[config.mk]
export PLATFORM = sky130hd
export DESIGN_NAME = pending_queue_with_cancel_and_undo
export DESIGN_NICKNAME = d
export VERILOG_FILES = /design/src/hw/rtl/pqcu_pkg.sv /design/src/hw/rtl/pending_queue_with_cancel_and_undo.sv /design/src/hw/rtl/pqcu_ram.sv
export SDC_FILE = /design/constraint.sdc
export NUM_CORES = 1
export LEC_CHECK = 0
export BUFFER_PORTS_ARGS = -buffer_cell sky130_fd_sc_hd__buf_2
export CORE_MARGIN = 1.5
export CORE_UTILIZATION = 60
export DETAILED_ROUTE_END_ITERATION = 16
export GPL_TIMING_DRIVEN = 1
export PLACE_DENSITY = 0.81
export REMOVE_ABC_BUFFERS = 1
export SYNTH_ARGS = -nofsm -noshare
export SYNTH_HDL_FRONTEND = slang
export SYNTH_SLANG_ARGS = --single-unit
[constraint.sdc]
create_clock -name clk -period 6.1 [get_ports clk]
set_input_delay 0.305 -clock clk [delete_from_list [all_inputs] [get_ports clk]]
set_output_delay 0.305 -clock clk [all_outputs]
set_load 0.05 [all_outputs]
[src/hw/rtl/pqcu_pkg.sv]
// Shared types and codes for the pending queue with cancel and undo.
// No dependencies; the top module and the checker import this package.
package pqcu_pkg;

  localparam int FUNC_W   = 2;
  localparam int STATUS_W = 2;
  localparam int IO_ID_W  = 16;
  localparam int CNT_W    = 5;

  typedef logic [FUNC_W-1:0]   func_t;
  typedef logic [STATUS_W-1:0] status_t;

  localparam func_t FUNC_ADD      = 2'd0;
  localparam func_t FUNC_COMPLETE = 2'd1;
  localparam func_t FUNC_UNDO     = 2'd2;
  localparam func_t FUNC_CANCEL   = 2'd3;

  localparam status_t STATUS_OK   = 2'd0;
  localparam status_t STATUS_MISS = 2'd1;
  localparam status_t STATUS_FULL = 2'd2;

  typedef enum logic [2:0] {
    ST_IDLE,
    ST_C_WR,
    ST_U_WR,
    ST_X_RD,
    ST_X_CMP,
    ST_X_SRD,
    ST_X_SWR,
    ST_FIN
  } state_t;

endpackage

[src/hw/rtl/pending_queue_with_cancel_and_undo.sv]
// Pending queue with cancel by id and undo history; uses pqcu_pkg, pqcu_ram.
// An add or an early status goes from idle straight to the finish state; complete
// passes through ST_C_WR and undo through ST_U_WR; cancel reads and compares each
// entry up to the match (all on a miss), then reads and rewrites each later entry.
// One command at a time, taken only in idle; the next is taken while a result
// waits. Synchronous active-low reset empties queue and history; no clearing pass.
module pending_queue_with_cancel_and_undo #(
  parameter int QUEUE_DEPTH   = 16,
  parameter int HISTORY_DEPTH = 16,
  parameter int ID_BITS       = 16
) (
  input  logic                       clk,
  input  logic                       rst_n,
  input  logic                       in_valid,
  output logic                       in_ready,
  input  pqcu_pkg::func_t            in_func,
  input  logic [pqcu_pkg::IO_ID_W-1:0] in_order_id,
  output logic                       out_valid,
  input  logic                       out_ready,
  output pqcu_pkg::status_t          out_status,
  output logic [pqcu_pkg::IO_ID_W-1:0] out_result_id,
  output logic [pqcu_pkg::CNT_W-1:0]   out_pending_count
);
  import pqcu_pkg::*;

  // Pointer and fill widths; fills must hold the depth itself.
  localparam int QA  = $clog2(QUEUE_DEPTH);
  localparam int QFW = $clog2(QUEUE_DEPTH + 1);
  localparam int HA  = (HISTORY_DEPTH > 1) ? $clog2(HISTORY_DEPTH) : 1;
  localparam int HFW = $clog2(HISTORY_DEPTH + 1);

  state_t state_r, state_nxt;

  // Queue is a ring: head pointer plus fill. History is a ring too, so a
  // push on a full history just overwrites the oldest slot and moves base.
  logic [QA-1:0]      q_head_r, q_head_nxt;
  logic [QFW-1:0]     q_fill_r, q_fill_nxt;
  logic [HA-1:0]      h_base_r, h_base_nxt;
  logic [HFW-1:0]     h_fill_r, h_fill_nxt;
  logic [QFW-1:0]     idx_r, idx_nxt;
  logic [ID_BITS-1:0] id_r, id_nxt;
  status_t            res_status_r, res_status_nxt;
  logic [ID_BITS-1:0] res_id_r, res_id_nxt;

  logic               out_valid_r, out_valid_nxt;
  status_t            out_status_r, out_status_nxt;
  logic [IO_ID_W-1:0] out_result_id_r, out_result_id_nxt;
  logic [CNT_W-1:0]   out_pending_count_r, out_pending_count_nxt;

  // Shared queue address unit: head plus offset, folded back into range.
  logic [QFW-1:0]     q_off;
  logic [QFW:0]       q_sum;
  logic [QA-1:0]      q_addr;
  logic               q_we;
  logic [ID_BITS-1:0] q_wdata;
  logic [ID_BITS-1:0] q_rdata;

  logic [HFW-1:0]     h_off;
  logic [HFW:0]       h_sum;
  logic [HA-1:0]      h_addr;
  logic [HA:0]        h_inc_sum;
  logic [HA-1:0]      h_inc;
  logic               h_we;
  logic [ID_BITS-1:0] h_rdata;

  logic [31:0]        in_id_wide;
  logic [ID_BITS-1:0] in_id;
  logic [31:0]        res_id_wide;
  logic [QFW:0]       idx_p1;
  logic [QFW:0]       idx_p2;

  assign in_ready   = (state_r == ST_IDLE);
  assign in_id_wide = 32'(in_order_id);
  assign in_id      = in_id_wide[ID_BITS-1:0];
  assign idx_p1     = (QFW+1)'(idx_r) + (QFW+1)'(1);
  assign idx_p2     = (QFW+1)'(idx_r) + (QFW+1)'(2);

  always_comb begin
    q_sum  = (QFW+1)'(q_head_r) + (QFW+1)'(q_off);
    q_addr = (q_sum >= (QFW+1)'(QUEUE_DEPTH)) ?
             QA'(q_sum - (QFW+1)'(QUEUE_DEPTH)) : QA'(q_sum);
    h_sum  = (HFW+1)'(h_base_r) + (HFW+1)'(h_off);
    h_addr = (h_sum >= (HFW+1)'(HISTORY_DEPTH)) ?
             HA'(h_sum - (HFW+1)'(HISTORY_DEPTH)) : HA'(h_sum);
    h_inc_sum = (HA+1)'(h_base_r) + (HA+1)'(1);
    h_inc  = (h_inc_sum >= (HA+1)'(HISTORY_DEPTH)) ? '0 : HA'(h_inc_sum);
  end

  pqcu_ram #(
    .DEPTH (QUEUE_DEPTH),
    .WIDTH (ID_BITS),
    .AW    (QA)
  ) u_queue_ram (
    .clk   (clk),
    .we    (q_we),
    .waddr (q_addr),
    .wdata (q_wdata),
    .raddr (q_addr),
    .rdata (q_rdata)
  );

  pqcu_ram #(
    .DEPTH (HISTORY_DEPTH),
    .WIDTH (ID_BITS),
    .AW    (HA)
  ) u_history_ram (
    .clk   (clk),
    .we    (h_we),
    .waddr (h_addr),
    .wdata (q_rdata),
    .raddr (h_addr),
    .rdata (h_rdata)
  );

  always_ff @(posedge clk) begin
    if (!rst_n) begin
      state_r     <= ST_IDLE;
      q_head_r    <= '0;
      q_fill_r    <= '0;
      h_base_r    <= '0;
      h_fill_r    <= '0;
      out_valid_r <= 1'b0;
    end else begin
      state_r     <= state_nxt;
      q_head_r    <= q_head_nxt;
      q_fill_r    <= q_fill_nxt;
      h_base_r    <= h_base_nxt;
      h_fill_r    <= h_fill_nxt;
      out_valid_r <= out_valid_nxt;
    end
  end

  always_ff @(posedge clk) begin
    idx_r               <= idx_nxt;
    id_r                <= id_nxt;
    res_status_r        <= res_status_nxt;
    res_id_r            <= res_id_nxt;
    out_status_r        <= out_status_nxt;
    out_result_id_r     <= out_result_id_nxt;
    out_pending_count_r <= out_pending_count_nxt;
  end

  assign res_id_wide = 32'(res_id_r);

  always_comb begin
    state_nxt             = state_r;
    q_head_nxt            = q_head_r;
    q_fill_nxt            = q_fill_r;
    h_base_nxt            = h_base_r;
    h_fill_nxt            = h_fill_r;
    idx_nxt               = idx_r;
    id_nxt                = id_r;
    res_status_nxt        = res_status_r;
    res_id_nxt            = res_id_r;
    out_valid_nxt         = out_valid_r;
    out_status_nxt        = out_status_r;
    out_result_id_nxt     = out_result_id_r;
    out_pending_count_nxt = out_pending_count_r;
    q_off                 = '0;
    q_we                  = 1'b0;
    q_wdata               = q_rdata;
    h_off                 = h_fill_r;
    h_we                  = 1'b0;

    // Drop the result once the consumer takes it.
    if (out_valid_r && out_ready) begin
      out_valid_nxt = 1'b0;
    end

    case (state_r)
      ST_IDLE: begin
        if (in_valid) begin
          id_nxt         = in_id;
          res_id_nxt     = '0;
          res_status_nxt = STATUS_OK;
          idx_nxt        = '0;
          state_nxt      = ST_FIN;
          case (in_func)
            FUNC_ADD: begin
              if (q_fill_r == QFW'(QUEUE_DEPTH)) begin
                res_status_nxt = STATUS_FULL;
              end else begin
                // Append at the tail.
                q_off      = q_fill_r;
                q_we       = 1'b1;
                q_wdata    = in_id;
                q_fill_nxt = q_fill_r + QFW'(1);
                res_id_nxt = in_id;
              end
            end
            FUNC_COMPLETE: begin
              if (q_fill_r == '0) begin
                res_status_nxt = STATUS_MISS;
              end else begin
                q_off     = '0;
                state_nxt = ST_C_WR;
              end
            end
            FUNC_UNDO: begin
              if (h_fill_r == '0) begin
                res_status_nxt = STATUS_MISS;
              end else if (q_fill_r == QFW'(QUEUE_DEPTH)) begin
                res_status_nxt = STATUS_FULL;
              end else begin
                // Read the newest history entry.
                h_off      = h_fill_r - HFW'(1);
                h_fill_nxt = h_fill_r - HFW'(1);
                state_nxt  = ST_U_WR;
              end
            end
            FUNC_CANCEL: begin
              if (q_fill_r == '0) begin
                res_status_nxt = STATUS_MISS;
              end else begin
                q_off     = '0;
                state_nxt = ST_X_CMP;
              end
            end
            default: begin
              res_status_nxt = STATUS_MISS;
            end
          endcase
        end
      end

      ST_C_WR: begin
        // Push the old head onto history; a full history loses its oldest.
        h_we = 1'b1;
        if (h_fill_r == HFW'(HISTORY_DEPTH)) begin
          h_off      = '0;
          h_base_nxt = h_inc;
        end else begin
          h_off      = h_fill_r;
          h_fill_nxt = h_fill_r + HFW'(1);
        end
        q_off      = QFW'(1);
        q_head_nxt = q_addr;
        q_fill_nxt = q_fill_r - QFW'(1);
        res_id_nxt = q_rdata;
        state_nxt  = ST_FIN;
      end

      ST_U_WR: begin
        // Put the restored id in front of the head.
        q_off      = QFW'(QUEUE_DEPTH - 1);
        q_we       = 1'b1;
        q_wdata    = h_rdata;
        q_head_nxt = q_addr;
        q_fill_nxt = q_fill_r + QFW'(1);
        res_id_nxt = h_rdata;
        state_nxt  = ST_FIN;
      end

      ST_X_RD: begin
        q_off     = idx_r;
        state_nxt = ST_X_CMP;
      end

      ST_X_CMP: begin
        if (q_rdata == id_r) begin
          res_id_nxt = id_r;
          if (idx_p1 < (QFW+1)'(q_fill_r)) begin
            state_nxt = ST_X_SRD;
          end else begin
            q_fill_nxt = q_fill_r - QFW'(1);
            state_nxt  = ST_FIN;
          end
        end else if (idx_p1 >= (QFW+1)'(q_fill_r)) begin
          res_status_nxt = STATUS_MISS;
          state_nxt      = ST_FIN;
        end else begin
          idx_nxt   = QFW'(idx_p1);
          state_nxt = ST_X_RD;
        end
      end

      ST_X_SRD: begin
        // Close the gap: fetch the entry behind the hole.
        q_off     = QFW'(idx_p1);
        state_nxt = ST_X_SWR;
      end

      ST_X_SWR: begin
        q_off   = idx_r;
        q_we    = 1'b1;
        q_wdata = q_rdata;
        if (idx_p2 >= (QFW+1)'(q_fill_r)) begin
          q_fill_nxt = q_fill_r - QFW'(1);
          state_nxt  = ST_FIN;
        end else begin
          idx_nxt   = QFW'(idx_p1);
          state_nxt = ST_X_SRD;
        end
      end

      ST_FIN: begin
        // Hold the result until the output register is free.
        if (!out_valid_r || out_ready) begin
          out_valid_nxt         = 1'b1;
          out_status_nxt        = res_status_r;
          out_result_id_nxt     = (res_status_r == STATUS_OK) ?
                                  res_id_wide[IO_ID_W-1:0] : '0;
          out_pending_count_nxt = CNT_W'(q_fill_r);
          state_nxt             = ST_IDLE;
        end
      end

      default: begin
        state_nxt = ST_IDLE;
      end
    endcase
  end

  assign out_valid         = out_valid_r;
  assign out_status        = out_status_r;
  assign out_result_id     = out_result_id_r;
  assign out_pending_count = out_pending_count_r;

endmodule

[src/hw/rtl/pqcu_ram.sv]
// Simple dual-port RAM: one write port, one read port with registered data.
// Depends on nothing; holds the queue and history entries.
module pqcu_ram #(
  parameter int DEPTH = 16,
  parameter int WIDTH = 16,
  parameter int AW    = (DEPTH > 1) ? $clog2(DEPTH) : 1
) (
  input  logic             clk,
  input  logic             we,
  input  logic [AW-1:0]    waddr,
  input  logic [WIDTH-1:0] wdata,
  input  logic [AW-1:0]    raddr,
  output logic [WIDTH-1:0] rdata
);

  logic [WIDTH-1:0] mem [DEPTH];

  always_ff @(posedge clk) begin
    if (we) begin
      mem[waddr] <= wdata;
    end
    rdata <= mem[raddr];
  end

endmodule

==> flow_metrics.env <==
export IMPL_status="finished, final reports clean"
export IMPL_finalCriticalPeriod_ps=5161
export IMPL_wl_per_cell_um=29.36
export IMPL_clock_latency_ps=640
export IMPL_ant_nets=0
export IMPL_viasPerCell=6.838
export IMPL_ys_ff_latch=628
export IMPL_grt_max_degree=57
export IMPL_cp_required_ps=6420
export IMPL_cts_resized=0
export IMPL_synth_top_family_by_area="multiplexers"
export IMPL_irDropWorstVdd_mv=0.5049
export IMPL_grt_ovfl_total=0
export IMPL_cts_sinks=628
export IMPL_clkTransAtPathRegs_ps=70
export IMPL_drt_iter0_markers=1899
export IMPL_synthDistinctLibCells=65
export IMPL_synthTopCellsByCount="edfxtp_1 (574), mux4_2 (160), nor2_1 (70)"
export IMPL_power_leakage_nw=9.447
export IMPL_clock_skew_final_ps=34.47
export IMPL_htreeDepth=2
export IMPL_drv_cap=0
export IMPL_die_h_um=208.0
export IMPL_num_vias=13750
export IMPL_async_reset_ff_share_pct=0
export IMPL_die_w_um=208.0
export IMPL_yosys_area_top_type="edfxtp_1"
export IMPL_power_density_nw_per_um2=565.6
export IMPL_cp_data_arrival_time_ps=5480
export IMPL_drt_pass1_iterations=5
export IMPL_crit_type="reg -> reg"
export IMPL_synth_top_cell_area_share_pct=68.33
export IMPL_fin_nets=1481
export IMPL_numCtsBuffers=58
export IMPL_diodes=0
export IMPL_stdcell_count=2011
export IMPL_hold_viol=0
export IMPL_initial_utilization_pct=61.22
export IMPL_grt_pass1_vias=13610
export IMPL_ys_flop_type="edfxtp_1"
export IMPL_synth_xor_xnor_area_share_pct=1.290
export IMPL_clock_path_buffers=3
export IMPL_root_buffer="clkbuf_16"
export IMPL_wl_mm=59.05
export IMPL_synthCells=1325
export IMPL_slew_headroom_pct=9.426
export IMPL_post_synth_cell_area_avg_um2=19.04
export IMPL_finalSetupViolations=0
export IMPL_grtUsageTotal_pct=27.83
export IMPL_dpl_cell_area_um2=26420
export IMPL_synth_fa_ha_area_share_pct=1.607
export IMPL_remaining_drc_errors=0
export IMPL_crit_fanout=19
export IMPL_min_delay_start="in_valid"
export IMPL_post_route_period_util_pct=84.61
export IMPL_worstMarginPinSlew_ps=1353
export IMPL_portBuffers=46
export IMPL_fin_util_pct=69.56
export IMPL_drv_slew=0
export IMPL_rsz0062_at_grt="no"
export IMPL_antenna_found_initial=1
export IMPL_place_congestion=0.8550
export IMPL_post_cts_buffers=0
export IMPL_cp_start_kind="flop"
export IMPL_seq_area_frac_synth_pct=72.62
export IMPL_ys_warn_count=0
export IMPL_die_area_um2=43280
export IMPL_area_growth_pct=13.62
export IMPL_hp_class="in -> reg"
export IMPL_synthSimpleGateAreaFrac_pct=4.568
export IMPL_post_synth_top_count_cell="edfxtp_1"
export IMPL_io_pins=47
export IMPL_grt_pass1_wl_mm=88.25
export IMPL_synthMuxAreaShare_pct=14.65
export IMPL_netlist_top_cells_area="edfxtp_1 (68%), mux4_2 (14%), dfxtp_1 (4.3%), ha_1 (1.3%), nor2_1 (1.0%)"
export IMPL_stdcell_area_um2=28660
export IMPL_crit_path_start="state_r[1]$_SDFFE_PN0P_"
export IMPL_cts_tree="built"
export IMPL_synth_edf_count=574
export IMPL_dpl_hpwl_mm=34.64
export IMPL_core_region_area_um2=41200
export IMPL_num_rows=74
export IMPL_critPathCaptureType="flop"
export IMPL_dp_cells=1885
export IMPL_worstReg2RegStart="state_r[1]$_SDFFE_PN0P_"
export IMPL_synth_compound_area_share_pct=3.899
export IMPL_synthesis_area_um2=25230
export IMPL_setup_tns_ps=0
export IMPL_max_freq_ghz=0.1938
export IMPL_final_layout_size_suffix_gt1_share_pct=27.79
-- final timing paths --
path | slack, ps | depth (start not counted) | endpoint
max reg2reg | 940 | 13 | u_queue_ram.mem[12][12]$_DFFE_PP_
max | 940 | 13 | u_queue_ram.mem[12][12]$_DFFE_PP_
min reg2reg | 480 | 0 | out_status[0]$_DFFE_PP_
min | 100 | 3 | state_r[0]$_SDFFE_PN0P_
-- final cells by class --
cell class | instances | area (um^2)
flip-flops and latches | 628 | 18320
clock buffers | 75 | 1605
fillers | 2363 | 12540
inverters | 17 | 63.81
well taps | 532 | 665.6
repair buffers | 113 | 775.7
clock inverters | 34 | 466.7
multi-input cells | 612 | 6766
-- layer usage --
layer	GRT usage (%)	vias up	part of all wire, %
li1	-	5617	-
met1	39.66	7018	38
met2	43.83	989	48
met3	6.023	127	11
met4	8.734	0	3.0
met5	0	-	0
-- logic make-up (layout without fill, tap and decap cells) --
logic type	Yosys count	count (layout)
DFF	628	628
and+or+nand+nor	239	239
muxes	168	168
AOI/OAI and AO/OA	139	139
buffers and inverters	85	239
xor gates and xnor gates	35	35
adders and majority gates	31	31
-- placed cells by master, fill, tap and decap left out, drive strengths merged, types with 5 or more instances in the layout --
cell         instances
a22oi               34
nor2                70
clkbuf              75
clkinv              20
nor2b                5
edfxtp             574
mux4               160
nor3                16
nand2b               5
mux2i                8
inv                 17
xor2                23
a221o               18
a21oi               27
dfxtp               54
xnor2               12
clkinvlp             5
bufinv               9
a21boi               5
dlygate4sd3         17
and2                24
nor4                13
nand3               13
buf                 96
o21ai               25
ha                  26
nand2               69
-- sequential cells by signal, summed over array words and instances, names as in the netlist, 2 cells and up, named ones only --
name,flops
out_pending_count,5
h_fill_r,4
q_fill_r,5
out_status,2
res_status_r,2
u_history_ram.mem,256
id_r,16
u_queue_ram.rdata,16
res_id_r,16
idx_r,5
u_queue_ram.mem,256
q_head_r,4
state_r,3
u_history_ram.rdata,16
h_base_r,4
out_result_id,16
-- worst max-delay path, stage by stage, from the launching register on --
cell and delay (ps):
dfxtp_1 760, inv_2 220, nand2_2 240, inv_2 100, and3_1 220, a221o_1 420, ha_1 290, a21o_1 160
a21oi_1 170, xor2_1 120, xnor2_2 740, nand2b_1 310, nor4_2 700, buf_4 370
-- where the power goes --
group,internal (W),switching [W]
Combinational,0.00254,0.00313
Sequential,0.00601,0.000661
Clock,0.00225,0.00162
Total,0.0108,0.00541
-- what timing repair did --
action / CTS / global route
setup endpoints to repair: 0 / 0
hold buffers: 17 / 0
endpoints found under the hold margin: 17 / 0
-- per-stage QoR --
stage | power (W) | hold slack [ps] | setup WS, ps
floorplan | 0.01061 | 403.9 | -179.5
global placement | 0.01209 | 434.5 | 1148
detailed placement | 0.01227 | 435.4 | 1094
CTS | 0.01623 | 73.56 | 1059
global route | 0.01681 | 101.1 | 743.0
finish | 0.01621 | 97.10 | 938.7
Note: power is estimated with default switching activity, not from simulation.
